--- config.mk ---
export PLATFORM = sky130hd
export DESIGN_NAME = button_debounce_long_press
export DESIGN_NICKNAME = d
export VERILOG_FILES = /design/src/rtl/bdlp_pkg.sv /design/src/rtl/bdlp_button.sv /design/src/rtl/bdlp_combo.sv /design/src/rtl/button_debounce_long_press.sv
export SDC_FILE = /design/constraint.sdc
export NUM_CORES = 2
export LEC_CHECK = 0
export ABC_AREA = 1
export BUFFER_PORTS_ARGS = -buffer_cell sky130_fd_sc_hd__buf_2
export CAP_MARGIN = 20
export CORE_MARGIN = 4
export CORE_UTILIZATION = 35
export DETAILED_ROUTE_END_ITERATION = 6
export GPL_TIMING_DRIVEN = 0
export HOLD_SLACK_MARGIN = 0.1
export SETUP_SLACK_MARGIN = 0.4
export SYNTH_ARGS = -nofsm -noshare
export SYNTH_HDL_FRONTEND = slang
export SYNTH_HIERARCHICAL = 1
export SYNTH_SLANG_ARGS = --single-unit
--- constraint.sdc ---
create_clock -name aclk -period 6.9 [get_ports aclk]
set_input_delay 1.38 -clock aclk [delete_from_list [all_inputs] [get_ports aclk]]
set_output_delay 1.38 -clock aclk [all_outputs]
set_load 0.05 [all_outputs]
--- src/rtl/bdlp_pkg.sv ---
// Shared types, constants and width helpers for the button debouncer.
// No dependencies; used by every other file of the block.

package bdlp_pkg;

    localparam int BUTTON_COUNT_DEF = 5;
    localparam int TIME_W           = 32;
    localparam int CFG_W            = 16;
    localparam int CFG_IDX_W        = 2;
    localparam int UP_IDX           = 0;
    localparam int DOWN_IDX         = 1;

    localparam logic [CFG_W-1:0] DEBOUNCE_RST = 16'd50;
    localparam logic [CFG_W-1:0] LONG_RST     = 16'd1000;
    localparam logic [CFG_W-1:0] COMBO_RST    = 16'd3000;

    localparam logic [CFG_IDX_W-1:0] CFG_DEBOUNCE = 2'd0;
    localparam logic [CFG_IDX_W-1:0] CFG_LONG     = 2'd1;
    localparam logic [CFG_IDX_W-1:0] CFG_COMBO    = 2'd2;

    typedef struct packed {
        logic [CFG_W-1:0] debounce_ms;
        logic [CFG_W-1:0] long_press_ms;
        logic [CFG_W-1:0] combo_hold_ms;
    } cfg_t;

    typedef struct packed {
        logic              short_evt;
        logic              long_evt;
        logic              pressed;
        logic [TIME_W-1:0] hold_ms;
    } btn_status_t;

    function automatic int ev_width(input int n);
        return $clog2(2 * n + 1);
    endfunction

    function automatic int byte_round(input int w);
        return ((w + 7) >> 3) << 3;
    endfunction

    function automatic int in_raw_width(input int n);
        return TIME_W + n + 1;
    endfunction

    function automatic int out_raw_width(input int n);
        return ev_width(n) + n + 1 + 1 + TIME_W + 1;
    endfunction

endpackage

--- src/rtl/bdlp_button.sv ---
// One button cell: raw change time, debounced level, press start and long flag.
// Depends on bdlp_pkg.

module bdlp_button (
    input  logic                         aclk,
    input  logic                         aresetn,
    input  logic                         adv,
    input  logic [bdlp_pkg::TIME_W-1:0]  now_ms,
    input  logic                         raw_bit,
    input  bdlp_pkg::cfg_t               cfg,
    output bdlp_pkg::btn_status_t        status
);

    logic                        prev_reg, prev_next;
    logic                        stable_reg, stable_next;
    logic                        long_done_reg, long_done_next;
    logic [bdlp_pkg::TIME_W-1:0] change_time_reg, change_time_next;
    logic [bdlp_pkg::TIME_W-1:0] press_start_reg, press_start_next;

    logic                        deb_pass;
    logic                        lvl_edge;
    logic                        press;
    logic                        release_evt;
    logic                        long_mid;
    logic                        long_ok;
    logic                        long_evt;
    logic [bdlp_pkg::TIME_W-1:0] held_diff;
    logic [bdlp_pkg::TIME_W-1:0] long_thr;
    logic [bdlp_pkg::TIME_W-1:0] deb_thr;

    always_comb begin
        long_thr         = {{(bdlp_pkg::TIME_W-bdlp_pkg::CFG_W){1'b0}}, cfg.long_press_ms};
        deb_thr          = {{(bdlp_pkg::TIME_W-bdlp_pkg::CFG_W){1'b0}}, cfg.debounce_ms};
        prev_next        = raw_bit;
        change_time_next = (raw_bit != prev_reg) ? now_ms : change_time_reg;
        deb_pass         = (now_ms - change_time_next) > deb_thr;
        lvl_edge         = deb_pass && (raw_bit != stable_reg);
        stable_next      = lvl_edge ? raw_bit : stable_reg;
        press            = lvl_edge && !raw_bit;
        release_evt      = lvl_edge && raw_bit;
        if (press) begin
            press_start_next = now_ms;
        end else if (release_evt) begin
            press_start_next = '0;
        end else begin
            press_start_next = press_start_reg;
        end
        long_mid   = press ? 1'b0 : long_done_reg;
        held_diff  = now_ms - press_start_reg;
        long_ok    = press ? (cfg.long_press_ms == '0) : (held_diff >= long_thr);
        long_evt   = deb_pass && !stable_next && !long_mid
                     && (press_start_next != '0) && long_ok;
        long_done_next = long_mid | long_evt;

        status.short_evt = release_evt && !long_done_reg;
        status.long_evt  = long_evt;
        status.pressed   = !stable_next;
        status.hold_ms   = (!stable_next && (press_start_next != '0) && !press)
                           ? held_diff : '0;
    end

    always_ff @(posedge aclk) begin
        if (!aresetn) begin
            prev_reg        <= 1'b1;
            stable_reg      <= 1'b1;
            long_done_reg   <= 1'b0;
            change_time_reg <= '0;
            press_start_reg <= '0;
        end else if (adv) begin
            prev_reg        <= prev_next;
            stable_reg      <= stable_next;
            long_done_reg   <= long_done_next;
            change_time_reg <= change_time_next;
            press_start_reg <= press_start_next;
        end
    end

endmodule

--- src/rtl/bdlp_combo.sv ---
// Up+down combo tracker: start time, done flag and the one-shot fire.
// Depends on bdlp_pkg.

module bdlp_combo (
    input  logic                         aclk,
    input  logic                         aresetn,
    input  logic                         adv,
    input  logic [bdlp_pkg::TIME_W-1:0]  now_ms,
    input  logic                         both_held,
    input  logic                         clear_combo,
    input  logic [bdlp_pkg::CFG_W-1:0]   combo_hold_ms,
    output logic                         combo_fired
);

    logic [bdlp_pkg::TIME_W-1:0] start_reg, start_next;
    logic                        done_reg, done_next;
    logic [bdlp_pkg::TIME_W-1:0] start_eff;
    logic                        done_eff;
    logic                        reach;

    always_comb begin
        start_eff = clear_combo ? '0 : start_reg;
        done_eff  = clear_combo ? 1'b0 : done_reg;
        reach     = (start_eff == '0)
                    ? (combo_hold_ms == '0)
                    : ((now_ms - start_eff) >=
                       {{(bdlp_pkg::TIME_W-bdlp_pkg::CFG_W){1'b0}}, combo_hold_ms});
        if (both_held) begin
            start_next  = (start_eff == '0) ? now_ms : start_eff;
            combo_fired = !done_eff && reach;
            done_next   = done_eff | combo_fired;
        end else begin
            start_next  = '0;
            combo_fired = 1'b0;
            done_next   = 1'b0;
        end
    end

    always_ff @(posedge aclk) begin
        if (!aresetn) begin
            start_reg <= '0;
            done_reg  <= 1'b0;
        end else if (adv) begin
            start_reg <= start_next;
            done_reg  <= done_next;
        end
    end

endmodule

--- src/rtl/button_debounce_long_press.sv ---
// A poll word accepted on the input is held in the input register until it can move
// on into the result register, from which the result side takes it.
// Throughput: one poll word per cycle; the input stalls only while both the input
// and result registers hold a word and the result side is not ready.
// Reset (aresetn low, synchronous): both registers empty, debounce state idle,
// configuration back to 50 / 1000 / 3000 ms.
// Depends on bdlp_pkg, bdlp_button, bdlp_combo.

module button_debounce_long_press #(
    parameter int BUTTON_COUNT = bdlp_pkg::BUTTON_COUNT_DEF,
    localparam int IN_W  = bdlp_pkg::byte_round(bdlp_pkg::in_raw_width(BUTTON_COUNT)),
    localparam int OUT_W = bdlp_pkg::byte_round(bdlp_pkg::out_raw_width(BUTTON_COUNT))
) (
    input  logic                           aclk,
    input  logic                           aresetn,
    input  logic                           s_axis_tvalid,
    output logic                           s_axis_tready,
    // now_ms[31:0], raw_levels[BUTTON_COUNT], clear_combo
    input  logic [IN_W-1:0]                s_axis_tdata,
    output logic                           m_axis_tvalid,
    input  logic                           m_axis_tready,
    // event_code, pressed_mask, any_pressed, select_held, select_hold_ms, combo_fired
    output logic [OUT_W-1:0]               m_axis_tdata,
    input  logic                           cfg_valid,
    output logic                           cfg_ready,
    input  logic [bdlp_pkg::CFG_IDX_W-1:0] cfg_index,
    input  logic [bdlp_pkg::CFG_W-1:0]     cfg_data
);

    localparam int TW       = bdlp_pkg::TIME_W;
    localparam int EV_W     = bdlp_pkg::ev_width(BUTTON_COUNT);
    localparam int IN_RAW_W = bdlp_pkg::in_raw_width(BUTTON_COUNT);
    localparam int SEL_IDX  = BUTTON_COUNT - 1;

    bdlp_pkg::cfg_t        cfg_reg;
    logic                  in_valid_reg, in_valid_next;
    logic [IN_RAW_W-1:0]   in_data_reg;
    logic                  out_valid_reg, out_valid_next;
    logic [EV_W-1:0]       event_reg, event_next;
    logic [BUTTON_COUNT-1:0] pressed_reg, pressed_next;
    logic [TW-1:0]         hold_reg;
    logic                  fired_reg, fired_next;
    logic                  adv;

    logic [TW-1:0]           now_ms;
    logic [BUTTON_COUNT-1:0] raw_levels;
    logic                    clear_combo;
    bdlp_pkg::btn_status_t   status [BUTTON_COUNT];

    assign cfg_ready     = 1'b1;
    assign adv           = in_valid_reg && (!out_valid_reg || m_axis_tready);
    assign s_axis_tready = !in_valid_reg || adv;
    assign now_ms        = in_data_reg[TW-1:0];
    assign raw_levels    = in_data_reg[TW +: BUTTON_COUNT];
    assign clear_combo   = in_data_reg[TW + BUTTON_COUNT];

    always_ff @(posedge aclk) begin
        if (!aresetn) begin
            cfg_reg.debounce_ms   <= bdlp_pkg::DEBOUNCE_RST;
            cfg_reg.long_press_ms <= bdlp_pkg::LONG_RST;
            cfg_reg.combo_hold_ms <= bdlp_pkg::COMBO_RST;
        end else if (cfg_valid) begin
            case (cfg_index)
                bdlp_pkg::CFG_DEBOUNCE: cfg_reg.debounce_ms   <= cfg_data;
                bdlp_pkg::CFG_LONG:     cfg_reg.long_press_ms <= cfg_data;
                bdlp_pkg::CFG_COMBO:    cfg_reg.combo_hold_ms <= cfg_data;
                default: ;
            endcase
        end
    end

    for (genvar i = 0; i < BUTTON_COUNT; i++) begin : g_btn
        bdlp_button u_btn (
            .aclk    (aclk),
            .aresetn (aresetn),
            .adv     (adv),
            .now_ms  (now_ms),
            .raw_bit (raw_levels[i]),
            .cfg     (cfg_reg),
            .status  (status[i])
        );
    end

    bdlp_combo u_combo (
        .aclk          (aclk),
        .aresetn       (aresetn),
        .adv           (adv),
        .now_ms        (now_ms),
        .both_held     (pressed_next[bdlp_pkg::UP_IDX] && pressed_next[bdlp_pkg::DOWN_IDX]),
        .clear_combo   (clear_combo),
        .combo_hold_ms (cfg_reg.combo_hold_ms),
        .combo_fired   (fired_next)
    );

    always_comb begin
        event_next = '0;
        for (int i = 0; i < BUTTON_COUNT; i++) begin
            pressed_next[i] = status[i].pressed;
            if (status[i].long_evt) begin
                event_next = EV_W'(BUTTON_COUNT + i + 1);
            end else if (status[i].short_evt) begin
                event_next = EV_W'(i + 1);
            end
        end
    end

    always_comb begin
        if (s_axis_tvalid && s_axis_tready) begin
            in_valid_next = 1'b1;
        end else if (adv) begin
            in_valid_next = 1'b0;
        end else begin
            in_valid_next = in_valid_reg;
        end
        if (adv) begin
            out_valid_next = 1'b1;
        end else if (m_axis_tready) begin
            out_valid_next = 1'b0;
        end else begin
            out_valid_next = out_valid_reg;
        end
    end

    always_ff @(posedge aclk) begin
        if (!aresetn) begin
            in_valid_reg  <= 1'b0;
            out_valid_reg <= 1'b0;
        end else begin
            in_valid_reg  <= in_valid_next;
            out_valid_reg <= out_valid_next;
        end
    end

    always_ff @(posedge aclk) begin
        if (s_axis_tvalid && s_axis_tready) begin
            in_data_reg <= s_axis_tdata[IN_RAW_W-1:0];
        end
        if (adv) begin
            event_reg   <= event_next;
            pressed_reg <= pressed_next;
            hold_reg    <= status[SEL_IDX].hold_ms;
            fired_reg   <= fired_next;
        end
    end

    assign m_axis_tvalid = out_valid_reg;
    assign m_axis_tdata  = OUT_W'({fired_reg, hold_reg, pressed_reg[SEL_IDX],
                                   |pressed_reg, pressed_reg, event_reg});

endmodule

; Yosys cells after proc, flatten, opt, wreduce, memory -nomap -nowiden
; Cells that the tools add are included.
[word_totals]
ff_bits = 498
latchBits = 0
ram_bits = 0
mem_bits_ro = 0
inputBits = 63
out_inout_bits = 51
wordCells = 213
mem_count = 0
[op_classes]
add_sub_neg = 11
n_mul = 0
n_div = 0
magnitude_cmp = 11
eq_ne = 12
n_shift = 0
muxes = 49
bitwise = 6
n_reduce_logical = 87
[op_table]
columns = op, n
row1 = $mux 32, 18
row2 = $sub 32x32->32, 11
row3 = $ge 32x16->1, 6
row4 = $gt 32x16->1, 5
row5 = $reduce_bool 32->1, 5
row6 = $logic_and 1x1->1, 46
row7 = $logic_not 16->1, 2
row8 = $logic_not 32->1, 1
row9 = $mux 4, 7
row10 = $logic_not 1->1, 24
row11 = $mux 1, 23
row12 = $ne 1x1->1, 10
row13 = $or 1x1->1, 6
row14 = $reduce_and 2->1, 3
row15 = $reduce_or 5->1, 1
row16 = $reduce_bool 2->1, 2
row17 = $mux 3, 1
row18 = $eq 2x1->1 const B, 1
row19 = $eq 2x2->1 const B, 1
row20 = $logic_not 2->1, 1
row21 = $logic_or 1x1->1, 2

; Logic depth before layout (Yosys ltp)
[depth]
depth_word = 19
depth_mapped = 48
ltp_nobuf = 44

; Hierarchy
; The synthesis kept the hierarchy.
[by_module_without_submodules]
columns = mod, instances, cells_each, area_per_inst_um2, seq_area_each_um2
row1 = bdlp_button (g_btn[1].u_btn ...), 3, 1502, 8916.1, 1341.3
row2 = bdlp_button (g_btn[0].u_btn), 1, 1501, 8737.1, 1341.3
row3 = bdlp_button (g_btn[4].u_btn), 1, 1492, 8737.1, 1341.3
row4 = bdlp_combo, 1, 855, 4628.2, 660.6
row5 = button_debounce_long_press, 1, 344, 4386.7, 3403.3

; Worst setup path before layout
; No wires, ideal clock.
[synth_timing]
path_kind = input-to-reg
start = in m_axis_tready
end = reg g_btn[1].u_btn.stable_reg
setup_ps = 129
arrival_ps = 5086
slack_ps = 1686
path_stages = 8
n_path_buf = 3
cell_sequence = inv_1 a21oi_1 clkbuf_1 clkinv_1 clkbuf_1 clkbuf_1 a21oi_1 o21ai_0
[synth_via]
elab_chain_cells = 2
[synth_rtl]
columns = element, line_no
row1 = from (decl), button_debounce_long_press.sv:21  ; input logic m_axis_tready,
row2 = $logic_or 1x1->1, button_debounce_long_press.sv:51  ; assign adv = in_valid_reg && (!out_valid_reg || m_axis_tready);
row3 = $logic_and 1x1->1, button_debounce_long_press.sv:51
row4 = net adv, button_debounce_long_press.sv:43  ; logic adv;
row5 = to (signal assigned), bdlp_button.sv:71  ; stable_reg <= stable_next;
row6 = to (decl), bdlp_button.sv:15  ; logic stable_reg, stable_next;
; The timed path passes the listed nets, and every way through them passes these cells.
; A chain may end at the register's enable or synchronous reset.

; Final worst setup path
[layout_timing]
start = reg in_data_reg[36]
end = reg event_reg[3] (data pin)
[layout_via]
elab_chain_cells = 11
[layout_rtl]
columns = element, line_no
row1 = from (decl), button_debounce_long_press.sv:37  ; logic [IN_RAW_W-1:0] in_data_reg;
row2 = from (signal assigned), button_debounce_long_press.sv:136  ; in_data_reg <= s_axis_tdata[IN_RAW_W-1:0];
row3 = $ne 1x1->1, bdlp_button.sv:35  ; change_time_next = (raw_bit != prev_reg) ? now_ms : change_time_reg;
row4 = $mux 32, bdlp_button.sv:35
row5 = $sub 32x32->32, bdlp_button.sv:36  ; deb_pass = (now_ms - change_time_next) > deb_thr;
row6 = $gt 32x16->1, bdlp_button.sv:36
row7 = $logic_and 1x1->1, bdlp_button.sv:37  ; lvl_edge = deb_pass && (raw_bit != stable_reg);
row8 = $logic_and 1x1->1 (tied with other cells), bdlp_button.sv:40  ; release_evt = lvl_edge && raw_bit;
row9 = $mux 32 (tied with other cells), bdlp_button.sv:43  ; end else if (release_evt) begin
row10 = $mux 32 (tied with other cells), bdlp_button.sv:41  ; if (press) begin
row11 = $reduce_bool 32->1 or $logic_and 1x1->1 (tied branches), "bdlp_button.sv:52, bdlp_button.sv:51"
row12 = $logic_and 1x1->1, bdlp_button.sv:52  ; && (press_start_next != '0) && long_ok;
row13 = $logic_and 1x1->1 *, bdlp_button.sv:52
row14 = net g_btn[4].u_btn.long_evt, bdlp_button.sv:26  ; logic long_evt;
row15 = to (signal assigned), button_debounce_long_press.sv:139  ; event_reg <= event_next;
row16 = to (decl), button_debounce_long_press.sv:39  ; logic [EV_W-1:0] event_reg, event_next;
; The timed path passes the listed nets; every way through them passes the cells marked *.

==> flow_summary.yaml <==
cells_and_area:
  final_cell_mix: "nand2_1 (2113), inv_1 (1631), a21oi_1 (703), nor2_1 (697), o21ai_0 (619)"
  final.fill_count: 15766
  fin_cells: 10756
  finalInstanceArea_um2: 58800
  fin_util_pct: 40.3
  drive_above_1_share_pct: 7.47
  num-nets-final: 9319
  layout_commonest_cell: "nand2_1"
  area_delta_synth_final_pct: 14.0
yosys:
  yosysWarnings: 6
  synth_cells: 8518
  synth_area_per_cell_um2: 6.05
  synth_area_um2: 51600
sta:
  finClkSkew_ns: 0.0503
  slew-limit-headroom_pct: 13.4
  min_period_ns: 6.08
  maxSlewViolCount: 0
  fin_ws_ns: 0.821
  fmax_mhz: 165
  tightest_slew_ns: 1.30
  rsz0062_at_grt: "yes"
  min_period_over_period_pct: 88.1
  hold_viol: 0
  setup_viol: 0
run_status:
  violations: "DRC"
  status: "finished with violations"
worst_setup_path:
  path_max_fanout: 10
  crit_top_cell: "nand2_1"
  slowest_stage: "edfxtp_1"
  slowest_delay_ns: 0.51
  r2r_slack_ns: 0.82
  criticalPathCategory: "reg2reg"
  arrival_ns: 6.52
  critPathCaptureType: "flop"
  critPathLaunchType: "flop"
  required_ns: 7.34
worst_hold_path:
  hold_path.class: "reg2reg"
cts:
  worstSkewPairLatency_ns: 0.69
  cts_tree: "yes"
  postCtsHoldBufs: 0
  cts_root_buffer: "clkbuf_16"
  clk_pin_slew_ns: 0.06
  cts_made_buffers: 66
  cts_sinks: 498
  cts_htree_levels: 3
  clockBufferDepth: 3
detailed_routing:
  final_antenna_net_count: 0
  vias: 55781
  wl_per_cell_um: 18.2
  drt_first_pass_iters: 7
  drtIter0Drc: 4992
  drc: 3
  viasPerCell: 5.19
  wl_um: 196000
placed_design:
  place_ws_ns: 0.174
  dp.final_hpwl_um: 154000
  numPortBuffers: 106
  gp_congestion: 0.958
  postPlaceCellArea_um2: 56300
  dp_cells: 10615
power:
  seqPwrFrac_pct: 27.5
  power-per-cell-area_nw_per_um2: 211
  p_int_w: 0.00715
  leakage_nw: 30.9
  total_power_w: 0.0124
  p_switching_w: 0.00523
  power_frac_comb_pct: 43.6
  p_clk_share_pct: 28.8
  p_sw_share_pct: 42.3
  vdd_drop_max_uv: 145
global_route:
  grt_usage_pct: 24.8
  grt_pass1_wl_um: 296000
  grt_pass1_vias: 51460
  grt_max_degree: 39
  grt-ovfl-total: 0
  antenna_found_initial: 4
die:
  fp-row-count: 140
  die_h_um: 392
  die_area_um2: 154000
  core_um2: 146000
  initial_core_util_pct: 35.3
  fp.dieW_um: 392
  io-pin-count: 114
job:
  max_cap_violations: 0
==> final timing paths <==
kind | from | endpoint | cells past startpoint
min | u_combo/start_reg[23] | u_combo/start_reg[23] | 2
max reg2reg | in_data_reg[36] | event_reg[3] | 38
max | in_data_reg[36] | event_reg[3] | 38
min reg2reg | u_combo/start_reg[23] | u_combo/start_reg[23] | 2
==> per-stage QoR <==
step | setup TNS, ns | hold WS [ns]
finish | 0 | 0.468
global route | 0 | 0.492
CTS | 0 | 0.466
detailed placement | 0 | 0.456
global placement | -711.33 | 0.452
floorplan | 0 | 0.445
==> worst max-delay path, delay by kind of cell, from the launching register on <==
kind,cells,cell delay [ns]
adders and majority gates,2,0.64
muxes,1,0.30
AOI/OAI and AO/OA,4,0.60
DFF,1,0.51
buffers and inverters,9,1.27
and+or+nand+nor,21,2.35
xor gates and xnor gates,1,0.17
==> layout make-up <==
type	instances	area (um^2)	share of cell area, %
plain buffers	226	1330	2.26
diodes	5	12.5	0.0213
repair buffers	192	2400	4.09
well taps	1917	2400	4.08
inverters	1673	6290	10.7
multi-input cells	6124	33400	56.8
flip-flops and latches	498	10800	18.3
clock buffers	91	1900	3.23
clock inverters	30	318	0.540
==> power groups by stage <==
stage                     logic, W  registers, W  clock network [W]
after floorplan            0.00377       0.00342                  0
after global placement     0.00494       0.00359                  0
after CTS                  0.00530       0.00340            0.00366
after global routing       0.00609       0.00342            0.00376
final                      0.00540       0.00341            0.00357
after detailed placement   0.00527       0.00346                  0
==> metal layers <==
layer / vias up / track usage (%) / share of wire, %
met3: 378 / 3.62 / 7.2
met2: 1866 / 40.2 / 44
li1: 27839 / - / -
met4: 0 / 10.6 / 4.7
met1: 25698 / 32.7 / 44
met5: - / 0 / 0
==> what timing repair did <==
action / 4_1_cts / 5_1_grt
gates resized for setup: 3 / 74
buffers inserted: 0 / 15
pin swaps: 0 / 5
endpoints found under the setup margin: 29 / 71
(Power assumes the default switching activity.)
